$ cat config.mk
export PLATFORM = sky130hd
export DESIGN_NAME = pcxrle_ctl
export DESIGN_NICKNAME = d
export VERILOG_FILES = /design/src/rtl/pcxrle_pkg.sv /design/src/rtl/pcxrle_ctl.sv
export SDC_FILE = /design/constraint.sdc
export NUM_CORES = 1
export LEC_CHECK = 0
export BUFFER_PORTS_ARGS = -buffer_cell sky130_fd_sc_hd__buf_2
export CORE_UTILIZATION = 47
export DETAILED_ROUTE_END_ITERATION = 10
export PLACE_DENSITY = 0.8
export SLEW_MARGIN = 40
export SYNTH_ARGS = -nofsm -noshare
export SYNTH_HDL_FRONTEND = slang
export SYNTH_SLANG_ARGS = --single-unit
$ cat constraint.sdc
create_clock -name i_clk -period 4.1 [get_ports i_clk]
set_input_delay 0.205 -clock i_clk [delete_from_list [all_inputs] [get_ports i_clk]]
set_output_delay 0.205 -clock i_clk [all_outputs]
set_load 0.02 [all_outputs]
$ cat src/rtl/pcxrle_pkg.sv
// ----------------------------------------------------------------------------
// pcxrle_pkg
// Shared types and constants of the PCX run-length palette decoder.
// ----------------------------------------------------------------------------
package pcxrle_pkg;

    localparam int CFG_W       = 17;
    localparam int PAL_AW      = 8;
    localparam int PAL_DEPTH   = 256;
    localparam int COLOR_W     = 24;
    localparam int OUT_COORD_W = 16;
    localparam int COUNT_W     = 6;

    localparam logic FUNC_PALETTE = 1'b0;
    localparam logic FUNC_IMAGE   = 1'b1;

    localparam logic CFG_IMAGE_WIDTH  = 1'b0;
    localparam logic CFG_IMAGE_HEIGHT = 1'b1;

    localparam logic [7:0] RUN_MARK = 8'hC0;

    localparam logic [CFG_W-1:0] WIDTH_RESET  = 17'd320;
    localparam logic [CFG_W-1:0] HEIGHT_RESET = 17'd200;

    typedef struct packed {
        logic               func;
        logic [7:0]         data_byte;
        logic [PAL_AW-1:0]  palette_index;
        logic [COLOR_W-1:0] palette_color;
    } t_in_item;

    typedef struct packed {
        logic [7:0]             red;
        logic [7:0]             green;
        logic [7:0]             blue;
        logic [OUT_COORD_W-1:0] column;
        logic [OUT_COORD_W-1:0] row;
        logic                   run_last;
        logic                   image_done;
    } t_out_item;

    typedef struct packed {
        logic busy;
        logic finished;
        logic push;
    } t_status;

    typedef struct packed {
        logic               wr_en;
        logic [PAL_AW-1:0]  wr_addr;
        logic [COLOR_W-1:0] wr_data;
        logic               rd_en;
        logic [PAL_AW-1:0]  rd_addr;
    } t_pal_req;

endpackage

$ cat src/rtl/pcxrle_ctl.sv
// ----------------------------------------------------------------------------
// pcxrle_ctl
// Byte parser, run sequencer and output register of the decoder.
// ----------------------------------------------------------------------------
module pcxrle_ctl #(
    parameter int COORD_BITS = 16
) (
    input  logic                           i_clk,
    input  logic                           i_rst_n,
    input  logic                           i_in_valid,
    output logic                           o_in_stall,
    input  pcxrle_pkg::t_in_item           i_in_data,
    input  logic [COORD_BITS:0]            i_width,
    input  logic [COORD_BITS:0]            i_height,
    output pcxrle_pkg::t_pal_req           o_pal_req,
    input  logic [pcxrle_pkg::COLOR_W-1:0] i_pal_rdata,
    output logic                           o_out_valid,
    input  logic                           i_out_stall,
    output pcxrle_pkg::t_out_item          o_out_data,
    output pcxrle_pkg::t_status            o_status
);

    localparam int CW = COORD_BITS + 1;

    typedef enum logic [1:0] {
        ST_IDLE,
        ST_EMIT,
        ST_WRAP
    } t_state;

    t_state                              r_state;
    logic                                r_await;
    logic [pcxrle_pkg::COUNT_W-1:0]      r_pending;
    logic [CW-1:0]                       r_col;
    logic [COORD_BITS-1:0]               r_row;
    logic                                r_finished;
    logic [pcxrle_pkg::COUNT_W-1:0]      r_left;
    logic                                r_out_valid;
    pcxrle_pkg::t_out_item               r_out_data;

    logic                                in_acc;
    logic                                is_img;
    logic                                is_count;
    logic                                pix_go;
    logic [CW-1:0]                       run_n;
    logic [CW-1:0]                       room;
    logic [CW-1:0]                       emit_sel;
    logic [pcxrle_pkg::COUNT_W-1:0]      n_left;
    logic [CW-1:0]                       col_p1;
    logic [CW-1:0]                       row_p1;
    logic                                out_free;
    logic                                push;
    pcxrle_pkg::t_out_item               n_out_data;

    always_comb begin
        in_acc   = i_in_valid && (r_state == ST_IDLE);
        is_img   = (i_in_data.func == pcxrle_pkg::FUNC_IMAGE);
        is_count = !r_await &&
                   ((i_in_data.data_byte & pcxrle_pkg::RUN_MARK) == pcxrle_pkg::RUN_MARK);
        pix_go   = in_acc && is_img && !r_finished && !is_count;
        run_n    = r_await ? CW'(r_pending) : CW'(1);
        room     = (r_col < i_width) ? (i_width - r_col) : '0;
        emit_sel = (run_n < room) ? run_n : room;
        n_left   = emit_sel[pcxrle_pkg::COUNT_W-1:0];
        col_p1   = r_col + CW'(1);
        row_p1   = {1'b0, r_row} + CW'(1);
        out_free = !r_out_valid || !i_out_stall;
        push     = (r_state == ST_EMIT) && out_free;

        n_out_data.red        = i_pal_rdata[23:16];
        n_out_data.green      = i_pal_rdata[15:8];
        n_out_data.blue       = i_pal_rdata[7:0];
        n_out_data.column     = pcxrle_pkg::OUT_COORD_W'(r_col[COORD_BITS-1:0]);
        n_out_data.row        = pcxrle_pkg::OUT_COORD_W'(r_row);
        n_out_data.run_last   = (r_left == pcxrle_pkg::COUNT_W'(1));
        n_out_data.image_done = (col_p1 == i_width) && (row_p1 >= i_height);

        o_pal_req.wr_en   = in_acc && !is_img;
        o_pal_req.wr_addr = i_in_data.palette_index;
        o_pal_req.wr_data = i_in_data.palette_color;
        o_pal_req.rd_en   = pix_go;
        o_pal_req.rd_addr = i_in_data.data_byte;
    end

    always_ff @(posedge i_clk) begin
        if (!i_rst_n) begin
            r_state     <= ST_IDLE;
            r_await     <= 1'b0;
            r_pending   <= '0;
            r_col       <= '0;
            r_row       <= '0;
            r_finished  <= 1'b0;
            r_left      <= '0;
            r_out_valid <= 1'b0;
        end else begin
            if (push) begin
                r_out_valid <= 1'b1;
                r_out_data  <= n_out_data;
            end else if (!i_out_stall) begin
                r_out_valid <= 1'b0;
            end

            case (r_state)
                ST_IDLE: begin
                    if (in_acc && is_img && !r_finished) begin
                        if (is_count) begin
                            r_await   <= 1'b1;
                            r_pending <= i_in_data.data_byte[pcxrle_pkg::COUNT_W-1:0];
                        end else begin
                            r_await   <= 1'b0;
                            r_pending <= '0;
                            r_left    <= n_left;
                            r_state   <= (n_left == '0) ? ST_WRAP : ST_EMIT;
                        end
                    end
                end
                ST_EMIT: begin
                    if (push) begin
                        r_col  <= col_p1;
                        r_left <= r_left - pcxrle_pkg::COUNT_W'(1);
                        if (r_left == pcxrle_pkg::COUNT_W'(1)) begin
                            r_state <= ST_WRAP;
                        end
                    end
                end
                ST_WRAP: begin
                    if (r_col >= i_width) begin
                        r_col <= '0;
                        if (row_p1 >= i_height) begin
                            r_finished <= 1'b1;
                            r_row      <= '0;
                        end else begin
                            r_row <= row_p1[COORD_BITS-1:0];
                        end
                    end
                    r_state <= ST_IDLE;
                end
                default: begin
                    r_state <= ST_IDLE;
                end
            endcase
        end
    end

    assign o_in_stall      = (r_state != ST_IDLE);
    assign o_out_valid     = r_out_valid;
    assign o_out_data      = r_out_data;
    assign o_status.busy     = (r_state != ST_IDLE);
    assign o_status.finished = r_finished;
    assign o_status.push     = push;

endmodule

Word-level counts from Yosys, hierarchy flattened:

Cells that the tools add are included.

* register bits after elaboration: 108
* input port bits: 103
* output and inout port bits: 105
* logic and storage cells: 82

* add/subtract/negate cells: 4
* $lt $le $gt $ge: 4
* equality and inequality tests: 11
* multiplexer cells: 21
* reduce and logical (&&, ||, !) cells: 27

Operator list (count)
* $mux 17: 3
* $mux 6: 6
* $ge 17x17->1: 2
* $pmux 17 s2: 1
* $add 16x1->17 const B: 1
* $add 17x1->17 const B: 1
* $eq 17x17->1: 1
* $lt 17x17->1: 1
* $lt 6x17->1: 1
* $sub 17x17->17: 1
* $mux 16: 1
* $pmux 6 s2: 1
* $mux 2: 5
* $logic_and 1x1->1: 8
* $ne 2x2->1 const B: 4
* $reduce_and 4->1: 2
* $eq 6x1->1 const B: 1
* $logic_not 1->1: 6
* $logic_not 6->1: 1
* $reduce_and 2->1: 3
* $reduce_and 3->1: 2
* $reduce_bool 2->1: 3
* $sub 6x1->6 const B: 1
* $eq 2x2->1 const B: 2
* 6 further kinds: 9

Depth between registers and ports, before layout:

Gate-level depths: netlist of the first run.

* word-level depth: 9
* depth in mapped cells: 19
* gate-level depth less buffers: 18

Least setup slack after synthesis of the first run:

Ideal clock, no wire load.

* path kind: reg-to-reg
* start point: register r_col[6]
* end point: register r_state[1]
* setup time: 0.103 ns
* arrival: 4.089 ns
* data required time: 3.997 ns
* slack: -0.092 ns
* cell stages (with the launch flop): 20
* path buffers: 1
* period minus slack after synthesis: 4.192 ns
* cells stage by stage: dfxtp_1 -> inv_1 -> ha_1 -> a21oi_1 -> o21ai_1 -> a2111o_1 -> o21a_2 -> o211a_1 -> clkbuf_1 -> nand2_1 -> ha_1 -> a21oi_1 -> o21ai_0 -> nor4_1 -> o2111ai_1 -> a21oi_1 -> nor3b_1 -> nand3_1 -> nand4b_1 -> a2111oi_2

* word-level cells in the longest chain between the ends: 9
* elaborated cells on any way between the ends: 10
* classes of those cells: add/sub (1); order compare (2); mux (6); reduce/logical (1)

Ends and longest elaborated chain
* start, declared: RTL line pcxrle_ctl.sv:34 `logic [CW-1:0] r_col;`
* start signal, assigned: RTL line pcxrle_ctl.sv:119 `r_col <= col_p1;`
* $sub 17x17->17 / $lt 17x17->1 (equally long branches): RTL line pcxrle_ctl.sv:62 `room = (r_col < i_width) ? (i_width - r_col) : '0;`
* $mux 17 *: RTL line pcxrle_ctl.sv:62
* $lt 6x17->1: RTL line pcxrle_ctl.sv:63 `emit_sel = (run_n < room) ? run_n : room;`
* $mux 6 *: RTL line pcxrle_ctl.sv:63
* $logic_not 6->1 *: RTL line pcxrle_ctl.sv:113 `r_state <= (n_left == '0) ? ST_WRAP : ST_EMIT;`
* $mux 2 *: RTL line pcxrle_ctl.sv:113
* $mux 2 *: RTL line pcxrle_ctl.sv:106 `if (is_count) begin`
* $mux 2 *: RTL line pcxrle_ctl.sv:105 `if (in_acc && is_img && !r_finished) begin`
* $pmux 2 s2 *: RTL line pcxrle_ctl.sv:103 `case (r_state)`
* end signal, assigned: RTL line pcxrle_ctl.sv:113
* end, declared: RTL line pcxrle_ctl.sv:31 `t_state r_state;`

Every way passes the cells marked *; elsewhere a longest branch is shown, timed or not. The select of a mux whose other input is x is not followed.
A chain may end at the register's enable or synchronous reset.

Worst setup path in the final report of the first run:

Ends and elaborated chain as after synthesis.

==> impl_metrics.env, run 1 <==
export IMPL_hp_start="i_pal_rdata[13]"
export IMPL_cts_buffers_inserted=9
export IMPL_grt_start_max_net_pins=45
export IMPL_detailedRoute_firstPassIterationCount=5
export IMPL_unrepaired_setup_endpoints_after_global_routing="yes"
export IMPL_die_x_um=122
export IMPL_worstHoldPathCells=1
export IMPL_grt_pass1_wl_mm=24.8
export IMPL_avgRoutedWirePerCell_um=15.1
export IMPL_hold_path_class="input port to flip-flop"
export IMPL_die_h_um=122
export IMPL_clk_root_buffer_cell="sky130_fd_sc_hd__clkbuf_16"
export IMPL_globalRoute_busiestLayer="met2"
export IMPL_timing_final_setup_violations=0
export IMPL_post_cts_setup_buffer_count=0
export IMPL_final_max_slew_violation_count=0
export IMPL_drc=0
export IMPL_finish_utilization_pct=56.1
export IMPL_dr_vias=5659
export IMPL_netSwitchingPower_uw=687
export IMPL_power_frac_comb_pct=16.7
export IMPL_post_synth_inst_count=729
export IMPL_timing_final_ws_setup_ps=188
export IMPL_critPathLaunchType="flip-flop"
export IMPL_worstSetupEndpointType="flip-flop"
export IMPL_fraction_of_final_layout_cells_with_drive_strength_greater_than_1_pct=24.7
export IMPL_detail_route_antenna_nets=0
export IMPL_dpl_hpwl_mm=11.9
export IMPL_clock_tree_from_tritoncts="yes"
export IMPL_synth_warning_count=0
export IMPL_crit_type="flip-flop to flip-flop"
export IMPL_max_vdd_ir_drop_v=0.000302
export IMPL_die_area_um2=14900
export IMPL_syn_mean_instance_area_um2=9.28
export IMPL_grt_antenna_before_repair=0
export IMPL_number_of_different_library_cells_in_the_post_synthesis_netlist=72
export IMPL_r2r_cells=18
export IMPL_worst_ep_arrival_time_ps=4150
export IMPL_path_max_fanout=7
export IMPL_worstHoldEndpoint="o_out_data[47]"
export IMPL_number_of_global_route_vias_before_repair=5194
export IMPL_cts_max_path_buffers=2
export IMPL_whs_ps=35.8
export IMPL_timing_rr_start="r_col[6]"
export IMPL_synth_async_reset_ratio_pct=0
export IMPL_fin_crit_ps=3910
export IMPL_slew_headroom_pct=59.8
export IMPL_nFillCells=1233
export IMPL_via_per_inst=5.51
export IMPL_mappedNetlistNets=876
export IMPL_globalRouteOverflowTotal=0
export IMPL_clock_latency_ps=340
export IMPL_timing_final_crit_share_pct=95.4
export IMPL_placement_rows=43
export IMPL_initialDrtViolationCount=426
export IMPL_clkPwrFrac_pct=36.0
export IMPL_synth_ff_type="sky130_fd_sc_hd__edfxtp_1"
export IMPL_placement_setup_worst_slack_ps=172
export IMPL_use_met1_pct=27.2
export IMPL_initial_core_util_pct=48.4
export IMPL_worstReg2RegEnd="r_state[1]"
export IMPL_timing_hold_violations_final=0
export IMPL_global_route_usage_total_pct=20.9
export IMPL_total_leakage_power_nw=3.21
export IMPL_clock_sink_count=108
export IMPL_clk_transition_reported_paths_ps=80
export IMPL_htree_levels=3
export IMPL_cts_resized=0
export IMPL_gp_congestion=0.896
export IMPL_grt_met3_usage_pct=3.46
export IMPL_register_bit_count_reported_by_yosys=108
export IMPL_max_cap_viol_count=0
export IMPL_run_status="complete, no violations"
export IMPL_top_level_ports=208
export IMPL_worst_ep_required_time_ps=4340
export IMPL_areaGrowthSynthToFinish_pct=15.9
export IMPL_worst_pin_slew_ps=588
export IMPL_worst_reg2reg_setup_slack_ps=190
export IMPL_p_int_mw=1.82
export IMPL_gr_usage_met2_pct=35.6
export IMPL_synth_yosys_seq_area_share_pct=40.5
export IMPL_core_area_um2=14000
export IMPL_timing_fmax_mhz=256
export IMPL_powerDensity_nw_per_um2=320
export IMPL_seq_power_share_pct=47.3
export IMPL_timing_clock_skew_ps=10.9
export IMPL_power_share_switching_pct=27.4
export IMPL_synth_edff_count=58
export IMPL_mappedNetlistArea_um2=6770
export IMPL_cts_hold_buffers=0
export IMPL_buffer_ports_inserted=143
export IMPL_num_nets_final=989
export IMPL_antenna_cells=0
export IMPL_routed_wl_mm=15.5
## registers in the layout, summed over array words and instances, names as in the netlist
register / count
o_out_data: 58
r_col: 17
r_row: 16
r_left: 6
r_pending: 6
r_state: 2
o_out_valid: 1
r_await: 1
r_finished: 1
## synth_stat cells (2+ instances only)
cell type	number	area [um2]
sky130_fd_sc_hd__a221o_1	3	30.0
sky130_fd_sc_hd__buf_4	44	330
sky130_fd_sc_hd__nor2_1	50	188
sky130_fd_sc_hd__ha_1	43	538
sky130_fd_sc_hd__a21o_1	9	67.6
sky130_fd_sc_hd__nor3b_1	4	30.0
sky130_fd_sc_hd__nand4_1	8	50.1
sky130_fd_sc_hd__nand2_1	59	221
sky130_fd_sc_hd__nor3_1	19	95.1
sky130_fd_sc_hd__o22ai_1	2	12.5
sky130_fd_sc_hd__nand4b_1	2	17.5
sky130_fd_sc_hd__o211ai_1	4	30.0
sky130_fd_sc_hd__or4_1	2	15.0
sky130_fd_sc_hd__a22o_1	5	43.8
sky130_fd_sc_hd__nand2b_1	6	37.5
sky130_fd_sc_hd__o21a_1	5	37.5
sky130_fd_sc_hd__dfxtp_1	50	1000
sky130_fd_sc_hd__buf_2	2	10.0
sky130_fd_sc_hd__a2111oi_0	3	26.3
sky130_fd_sc_hd__and3_1	19	119
sky130_fd_sc_hd__a21boi_0	2	15.0
sky130_fd_sc_hd__nor4_1	3	18.8
sky130_fd_sc_hd__nand3_1	43	215
sky130_fd_sc_hd__a31o_2	2	17.5
sky130_fd_sc_hd__xnor2_1	36	315
sky130_fd_sc_hd__a21oi_1	45	225
sky130_fd_sc_hd__nor4_4	2	42.5
sky130_fd_sc_hd__and2_1	8	50.1
sky130_fd_sc_hd__a31oi_1	7	43.8
sky130_fd_sc_hd__a211oi_1	5	37.5
sky130_fd_sc_hd__a2111o_1	4	45.0
sky130_fd_sc_hd__clkbuf_1	17	63.8
sky130_fd_sc_hd__inv_1	50	188
sky130_fd_sc_hd__mux2i_1	3	30.0
sky130_fd_sc_hd__edfxtp_1	58	1740
sky130_fd_sc_hd__xor2_1	26	228
sky130_fd_sc_hd__or3_1	9	56.3
sky130_fd_sc_hd__a22oi_1	2	15.0
sky130_fd_sc_hd__o21ai_0	32	160
sky130_fd_sc_hd__nor2b_1	4	25.0
## layer usage
| layer | wire, um | share of wire [%] | up-vias |
|---|---|---|---|
| li1 | - | - | 2807 |
| met1 | 6850 | 44 | 2621 |
| met2 | 7510 | 48 | 217 |
| met3 | 967 | 6.2 | 14 |
| met4 | 165 | 1.1 | 0 |
| met5 | 0 | 0 | - |
## layout by cell type (no fill, tap or decap), drive strengths merged, types with 5 or more instances in the layout
cell type / instances
nor3: 19
buf: 165
a22o: 5
inv: 54
edfxtp: 58
nor4: 5
o21ai: 33
o21a: 6
a211oi: 5
or3: 10
dfxtp: 50
nor2: 50
nand2b: 6
a21oi: 46
a21o: 10
xor2: 26
and3: 19
ha: 43
and2: 8
clkbuf: 9
a31oi: 8
nand3: 43
xnor2: 36
nand4: 8
nand2: 60
## critical path: stages, from the launching register on
cell and delay [ps]:
sky130_fd_sc_hd__dfxtp_1 350, sky130_fd_sc_hd__inv_1 90, sky130_fd_sc_hd__ha_1 360, sky130_fd_sc_hd__a21oi_1 170, sky130_fd_sc_hd__o21ai_1 100, sky130_fd_sc_hd__a2111o_1 380
sky130_fd_sc_hd__o21a_2 220, sky130_fd_sc_hd__o211a_1 240, sky130_fd_sc_hd__nand2_1 70, sky130_fd_sc_hd__ha_1 230, sky130_fd_sc_hd__a21oi_1 160, sky130_fd_sc_hd__o21ai_1 110
sky130_fd_sc_hd__nor4_2 200, sky130_fd_sc_hd__o2111ai_1 190, sky130_fd_sc_hd__a21oi_2 270, sky130_fd_sc_hd__nor3b_1 80, sky130_fd_sc_hd__nand3_1 100, sky130_fd_sc_hd__nand4b_1 120
sky130_fd_sc_hd__a2111oi_2 370
## power by group through the flow
stage | logic [mW] | clock network (mW) | registers (mW)
3_3_place_gp | 0.406 | 0 | 1.21
5_1_grt | 0.463 | 0.960 | 1.19
4_1_cts | 0.414 | 0.921 | 1.18
2_1_floorplan | 0.299 | 0 | 1.24
6_report | 0.419 | 0.903 | 1.18
3_5_place_dp | 0.411 | 0 | 1.21
## metrics by stage
stage               TNS [ps]  instances  instance area [um2]  power [mW]
detailed placement         0       1011                 7490        1.62
finish                     0       1027                 7840        2.51
global placement           0       1011                 7490        1.61
floorplan                  0        729                 6770        1.53
global route           -44.2       1027                 7840        2.61
CTS                        0       1027                 7810        2.52
## final cells by class
type	count	area (um2)	share of cell area [%]
Clock inverter	7	91.3	1.16
Multi-Input combinational cell	507	3470	44.3
Timing Repair Buffer	165	893	11.4
Inverter	51	191	2.44
Tap cell	180	225	2.87
Sequential cell	108	2740	35.0
Clock buffer	9	225	2.87
## worst max-delay path by stage
stage / startpoint / to / slack, ps / cells after the start
5_1_grt: r_col[6] / r_state[1] / -40 / 18
4_1_cts: r_col[6] / r_left[1] / 150 / 19
3_5_place_dp: r_col[10] / r_left[1] / 170 / 19
2_1_floorplan: r_col[6] / r_state[1] / 50 / 19
3_3_place_gp: r_col[6] / r_state[1] / 290 / 18
6_report: r_col[6] / r_state[1] / 190 / 18
## cell families (layout without fill, tap and decap cells)
group / after synthesis / after routing / share of synthesized area [%]
buf+inv: 114 / 232 / 8.80
xor+xnor: 62 / 62 / 8.03
compound gates: 150 / 150 / 15.1
mux: 6 / 6 / 0.998
flops: 108 / 108 / 40.5
simple gates: 245 / 245 / 18.3
fa+ha+maj: 44 / 44 / 8.25
No activity file was read; power rests on OpenSTA's default activity.
==> run 2: changes to the inputs <==
- CORE_UTILIZATION: 47 -> 52
- PLACE_DENSITY: 0.8 -> 0.84
- clock period: 4.1 -> 4 ns (I/O delays scaled with it)
==> run 2 against run 1 <==
Effect of this change:
- register-to-register slack worse by 60 ps
- utilization up 7.0 points
- setup slack worse by 56 ps
- die area shrank 9.5%
- maximum frequency is 1.1% higher
- non-clock buffer count up 14
- final area up 1.9%
- largest power group unchanged
==> impl_metrics.env, run 2 (synthesis gave the netlist of run 1 again) <==
export IMPL_run_status="complete, no violations"
export IMPL_placement_cell_area_um2=7590
export IMPL_number_of_global_route_vias_before_repair=5100
export IMPL_timing_final_ws_setup_ps=132
export IMPL_drc=0
export IMPL_total_negative_slack_for_setup_checks_ps=0
export IMPL_core_area_um2=12700
export IMPL_dpl_hpwl_mm=11.6
export IMPL_placement_setup_worst_slack_ps=0.292
export IMPL_power_share_switching_pct=28.1
export IMPL_clk_transition_reported_paths_ps=80
export IMPL_global_route_usage_total_pct=22.3
export IMPL_unrepaired_setup_endpoints_after_global_routing="yes"
export IMPL_dr_vias=5727
export IMPL_timing_final_crit_share_pct=96.7
export IMPL_buffer_ports_inserted=143
export IMPL_timing_clock_skew_ps=19.6
export IMPL_clock_tree_from_tritoncts="yes"
export IMPL_whs_ps=27.9
export IMPL_max_cap_viol_count=0
export IMPL_clock_sink_count=108
export IMPL_area_sequential_um2=2750
export IMPL_finish_utilization_pct=63.1
export IMPL_initial_core_util_pct=53.4
export IMPL_power_frac_comb_pct=17.7
export IMPL_critPathLaunchType="flip-flop"
export IMPL_netSwitchingPower_uw=707
export IMPL_fin_crit_ps=3870
export IMPL_path_max_fanout=10
export IMPL_globalRouteOverflowTotal=0
export IMPL_grt_pass1_wl_mm=23.9
export IMPL_total_leakage_power_nw=3.27
export IMPL_placement_rows=41
export IMPL_avgRoutedWirePerCell_um=14.8
export IMPL_cts_max_path_buffers=2
export IMPL_gp_congestion=0.892
export IMPL_timing_final_setup_violations=0
export IMPL_initialDrtViolationCount=508
export IMPL_clock_latency_ps=350
export IMPL_fraction_of_final_layout_cells_with_drive_strength_greater_than_1_pct=27.5
export IMPL_max_vdd_ir_drop_v=0.000221
export IMPL_top_level_ports=208
export IMPL_timing_fmax_mhz=259
export IMPL_routed_wl_mm=15.3
export IMPL_areaGrowthSynthToFinish_pct=18.1
export IMPL_worst_ep_arrival_time_ps=4110
export IMPL_num_nets_final=1003
export IMPL_slew_headroom_pct=51.7
export IMPL_powerDensity_nw_per_um2=315
export IMPL_crit_type="flip-flop to flip-flop"
export IMPL_grt_antenna_before_repair=0
export IMPL_timing_hold_violations_final=0
export IMPL_seq_power_share_pct=48.2
export IMPL_clkPwrFrac_pct=34.2
export IMPL_htree_levels=3
export IMPL_via_per_inst=5.54
export IMPL_die_x_um=116
export IMPL_nFillCells=1039
export IMPL_antenna_cells=0
export IMPL_clk_root_buffer_cell="sky130_fd_sc_hd__clkbuf_16"
export IMPL_grt_start_max_net_pins=55
export IMPL_detailedRoute_firstPassIterationCount=5
export IMPL_die_h_um=116
export IMPL_multiInputGateArea_um2=3560
export IMPL_largest_reg_flops=58
export IMPL_worst_pin_slew_ps=723
export IMPL_final_max_slew_violation_count=0
export IMPL_layout_cells_most_common="sky130_fd_sc_hd__buf_2"
export IMPL_die_area_um2=13500
export IMPL_cts_buffers_inserted=9
export IMPL_p_int_mw=1.81
export IMPL_detail_route_antenna_nets=0
export IMPL_postLayoutCellArea_um2=7990
export IMPL_hold_path_class="input port to flip-flop"
export IMPL_mostFrequentLayoutCells="143 x sky130_fd_sc_hd__buf_2, 58 x sky130_fd_sc_hd__nand2_1, 58 x sky130_fd_sc_hd__edfxtp_1"
export IMPL_worst_ep_required_time_ps=4240
export IMPL_worstSetupEndpointType="flip-flop"
[run 2: power by group through the flow]
stage                     Clock [mW]  Sequential, mW  Combinational, mW
after CTS                      0.873            1.21              0.432
after floorplan                    0            1.27              0.311
after global placement             0            1.24              0.422
after detailed placement           0            1.24              0.429
final                          0.860            1.21              0.444
after global routing           0.911            1.22              0.487
[run 2: repair_timing]
action	in CTS	in global routing
setup endpoints to repair	1	23
hold buffers	0	0
resized for setup	1	16
cloned	0	0
setup buffers	0	6
pin swaps	0	8
[run 2: critical path: stages, from the launching register on]
cell,delay [ps]
sky130_fd_sc_hd__dfxtp_1,350
sky130_fd_sc_hd__inv_2,70
sky130_fd_sc_hd__ha_4,250
sky130_fd_sc_hd__a21o_1,230
sky130_fd_sc_hd__a2111o_1,440
sky130_fd_sc_hd__o21a_2,230
sky130_fd_sc_hd__o211a_4,250
sky130_fd_sc_hd__buf_4,170
sky130_fd_sc_hd__nand2_1,70
sky130_fd_sc_hd__ha_1,140
sky130_fd_sc_hd__a21oi_1,60
sky130_fd_sc_hd__o21ai_1,200
sky130_fd_sc_hd__nor4_2,80
sky130_fd_sc_hd__buf_4,140
sky130_fd_sc_hd__a21oi_1,170
sky130_fd_sc_hd__a21oi_2,100
sky130_fd_sc_hd__nor2b_2,230
sky130_fd_sc_hd__nand2_1,80
sky130_fd_sc_hd__mux2_4,270
sky130_fd_sc_hd__a311oi_2,250
[run 2: path summary, 6_finish.rpt]
path,from,endpoint,slack [ps],cells past startpoint
min reg2reg,r_pending[4],r_pending[4],460,2
max,r_col[10],r_left[1],130,19
max reg2reg,r_col[10],r_left[1],130,19
min,i_pal_rdata[15],o_out_data[49],30,1
[run 2: per-stage QoR]
step           power (mW)  instances
2_1_floorplan        1.58        729
3_3_place_gp         1.66       1011
3_5_place_dp         1.67       1011
4_1_cts              2.52       1027
5_1_grt              2.61       1033
6_report             2.52       1033
[run 2: metal layers]
layer | global-route usage [%] | part of all wire [%] | vias up
met2 | 36.5 | 47 | 235
li1 | - | - | 2824
met4 | 8.97 | 2.3 | 0
met5 | 0 | 0 | -
met3 | 4.08 | 6.4 | 29
met1 | 29.2 | 44 | 2639
[run 2: final cells by class]
class	count	share of cell area (%)
Multi-Input combinational cell	507	44.5
Sequential cell	108	34.4
Timing Repair Buffer	179	12.3
Clock buffer	9	2.82
Tap cell	172	2.69
Inverter	51	2.40
Clock inverter	7	0.830
==> run 3: changes to the inputs <==
- clock period: 4 -> 3.64 ns (I/O delays scaled with it)
==> run 3 against run 2 <==
Effect of this change:
- the flow now finishes with violations (negative setup slack)
- register-to-register slack worse by 270 ps
- first-iteration DRC count grew 28%
- non-clock buffer count up 45
- setup slack worse by 270 ps
- final cell count is 4.4% higher
- worst hold slack lost 20 ps
- sequential share of layout area fell by 2.4 points
- final area grew 8.1%
- clock power grew 19%
- flip-flop and latch count stayed put
- sequential power rose by 9.9%
- maximum frequency up 2.3%
- critical path type unchanged
- largest cell class unchanged
- highest routed layer is now met5
==> impl_metrics.env, run 3 (synthesis gave the netlist of run 1 again) <==
export IMPL_total_leakage_power_nw=3.54
export IMPL_layout_cells_most_common="sky130_fd_sc_hd__buf_2"
export IMPL_die_h_um=116
export IMPL_unrepaired_setup_endpoints_after_global_routing="yes"
export IMPL_number_of_global_route_vias_before_repair=5450
export IMPL_worst_pin_slew_ps=767
export IMPL_detail_route_antenna_nets=0
export IMPL_hold_path_class="input port to flip-flop"
export IMPL_timing_final_crit_share_pct=104
export IMPL_worst_ep_arrival_time_ps=4020
export IMPL_max_cap_viol_count=0
export IMPL_fin_crit_ps=3780
export IMPL_worst_ep_required_time_ps=3880
export IMPL_cts_max_path_buffers=2
export IMPL_clk_root_buffer_cell="sky130_fd_sc_hd__clkbuf_16"
export IMPL_multiInputGateArea_um2=3800
export IMPL_timing_clock_skew_ps=14.6
export IMPL_cts_buffers_inserted=9
export IMPL_worstSetupEndpointType="flip-flop"
export IMPL_placement_setup_worst_slack_ps=-123
export IMPL_final_cell_count_no_fill=1078
export IMPL_dpl_hpwl_mm=12.6
export IMPL_timing_final_ws_setup_ps=-142
export IMPL_dr_vias=6085
export IMPL_routed_wl_mm=17.2
export IMPL_run_status="finished with violations"
export IMPL_detailedRoute_firstPassIterationCount=5
export IMPL_num_nets_final=1048
export IMPL_initialDrtViolationCount=650
export IMPL_violations="negative setup slack"
export IMPL_die_x_um=116
export IMPL_critPathLaunchType="flip-flop"
export IMPL_largest_reg_flops=58
export IMPL_placed_cells_incl_taps=1042
export IMPL_global_route_usage_total_pct=24.5
export IMPL_drc=0
export IMPL_antenna_cells=0
export IMPL_area_sequential_um2=2770
export IMPL_clock_tree_from_tritoncts="yes"
export IMPL_nFillCells=936
export IMPL_path_max_fanout=5
export IMPL_slew_headroom_pct=48.8
export IMPL_power_after_layout_mw=2.93
export IMPL_via_per_inst=5.64
export IMPL_max_vdd_ir_drop_v=0.000226
export IMPL_grt_start_max_net_pins=59
export IMPL_placement_rows=41
export IMPL_htree_levels=3
export IMPL_crit_type="flip-flop to flip-flop"
export IMPL_timing_fmax_mhz=264
export IMPL_grt_pass1_wl_mm=25.7
export IMPL_fraction_of_final_layout_cells_with_drive_strength_greater_than_1_pct=35.5
export IMPL_clock_latency_ps=360
export IMPL_top_level_ports=208
export IMPL_gp_congestion=0.940
export IMPL_grt_antenna_before_repair=1
export IMPL_total_negative_slack_for_setup_checks_ps=-447
export IMPL_timing_hold_violations_final=0
export IMPL_clock_sink_count=108
export IMPL_timing_final_setup_violations=6
export IMPL_die_area_um2=13500
export IMPL_clk_transition_reported_paths_ps=80
export IMPL_areaGrowthSynthToFinish_pct=27.7
export IMPL_avgRoutedWirePerCell_um=15.9
export IMPL_buffer_ports_inserted=143
export IMPL_final_max_slew_violation_count=0
export IMPL_core_area_um2=12700
export IMPL_powerDensity_nw_per_um2=339
export IMPL_initial_core_util_pct=53.4
export IMPL_mostFrequentLayoutCells="143 x sky130_fd_sc_hd__buf_2, 73 x sky130_fd_sc_hd__buf_4, 58 x sky130_fd_sc_hd__edfxtp_1"
export IMPL_globalRouteOverflowTotal=0
[run 3: changes by cell type in the layout (fill, tap and decap cells not counted), moves of 4 or more]
| cell | delta |
|---|---|
| sky130_fd_sc_hd__a21oi_1 | -4 |
| sky130_fd_sc_hd__buf_4 | +37 |
| sky130_fd_sc_hd__dfxtp_1 | -12 |
| sky130_fd_sc_hd__dfxtp_2 | +12 |
| sky130_fd_sc_hd__dlygate4sd3_1 | +6 |
| sky130_fd_sc_hd__ha_1 | -11 |
| sky130_fd_sc_hd__ha_4 | +9 |
| sky130_fd_sc_hd__inv_1 | -4 |
| sky130_fd_sc_hd__inv_2 | +4 |
[run 3: worst max-delay path, stage by stage (launching register included)]
cell,delay [ps]
sky130_fd_sc_hd__dfxtp_2,330
sky130_fd_sc_hd__inv_2,80
sky130_fd_sc_hd__ha_4,220
sky130_fd_sc_hd__a21o_1,200
sky130_fd_sc_hd__a2111o_1,390
sky130_fd_sc_hd__o21a_2,220
sky130_fd_sc_hd__o211a_4,260
sky130_fd_sc_hd__nand2_4,70
sky130_fd_sc_hd__ha_4,210
sky130_fd_sc_hd__a21oi_4,120
sky130_fd_sc_hd__o21ai_2,80
sky130_fd_sc_hd__nor4_2,340
sky130_fd_sc_hd__o2111ai_1,190
sky130_fd_sc_hd__a21oi_2,210
sky130_fd_sc_hd__nor3b_2,70
sky130_fd_sc_hd__nand3_1,130
sky130_fd_sc_hd__nand4b_1,130
sky130_fd_sc_hd__a2111oi_2,410
[run 3: metal layers]
metal / vias to the layer above / GRT usage (%) / wire [um]
li1: 2915 / - / -
met1: 2830 / 31.6 / 7440
met2: 291 / 40.3 / 7980
met3: 47 / 5.91 / 1360
met4: 2 / 8.29 / 393
met5: - / 0 / 13
[run 3: cell type report]
type	count	area share [%]
Multi-Input combinational cell	507	44.0
Sequential cell	108	32.0
Timing Repair Buffer	224	15.7
Clock inverter	6	0.956
Tap cell	172	2.49
Clock buffer	10	2.65
Inverter	51	2.22
[run 3: path summary, 6_finish.rpt]
path | slack, ps | start | cells after the start | endpoint
worst max-delay path | -140 | r_col[10] | 17 | r_state[1]
worst min-delay path | 8 | i_pal_rdata[22] | 1 | o_out_data[56]
worst max register to register | -140 | r_col[10] | 17 | r_state[1]
worst min register to register | 460 | r_pending[0] | 2 | r_pending[0]
[run 3: repair_timing]
action | CTS | global route
setup buffers | 0 | 14
cloned | 0 | 0
endpoints found under the hold margin | 4 | 2
hold buffers | 4 | 2
setup endpoints to repair | 4 | 25
gates resized for setup | 4 | 43
pin swaps | 2 | 16
[run 3: per-stage QoR]
stage	hold WS, ps	instance area (um2)	util [%]
after detailed placement	360	7940	62.7
after global placement	358	7940	62.7
after global routing	0.593	8640	68.2
final	8.15	8640	68.2
after CTS	1.28	8320	65.6
after floorplan	281	6970	-
[run 3: power breakdown]
| part | leakage (nW) | total [mW] | switching (mW) | internal (mW) |
|---|---|---|---|---|
| registers | 0.909 | 1.33 | 0.0177 | 1.32 |
| clock network | 0.148 | 1.02 | 0.472 | 0.549 |
| logic | 2.48 | 0.572 | 0.330 | 0.242 |
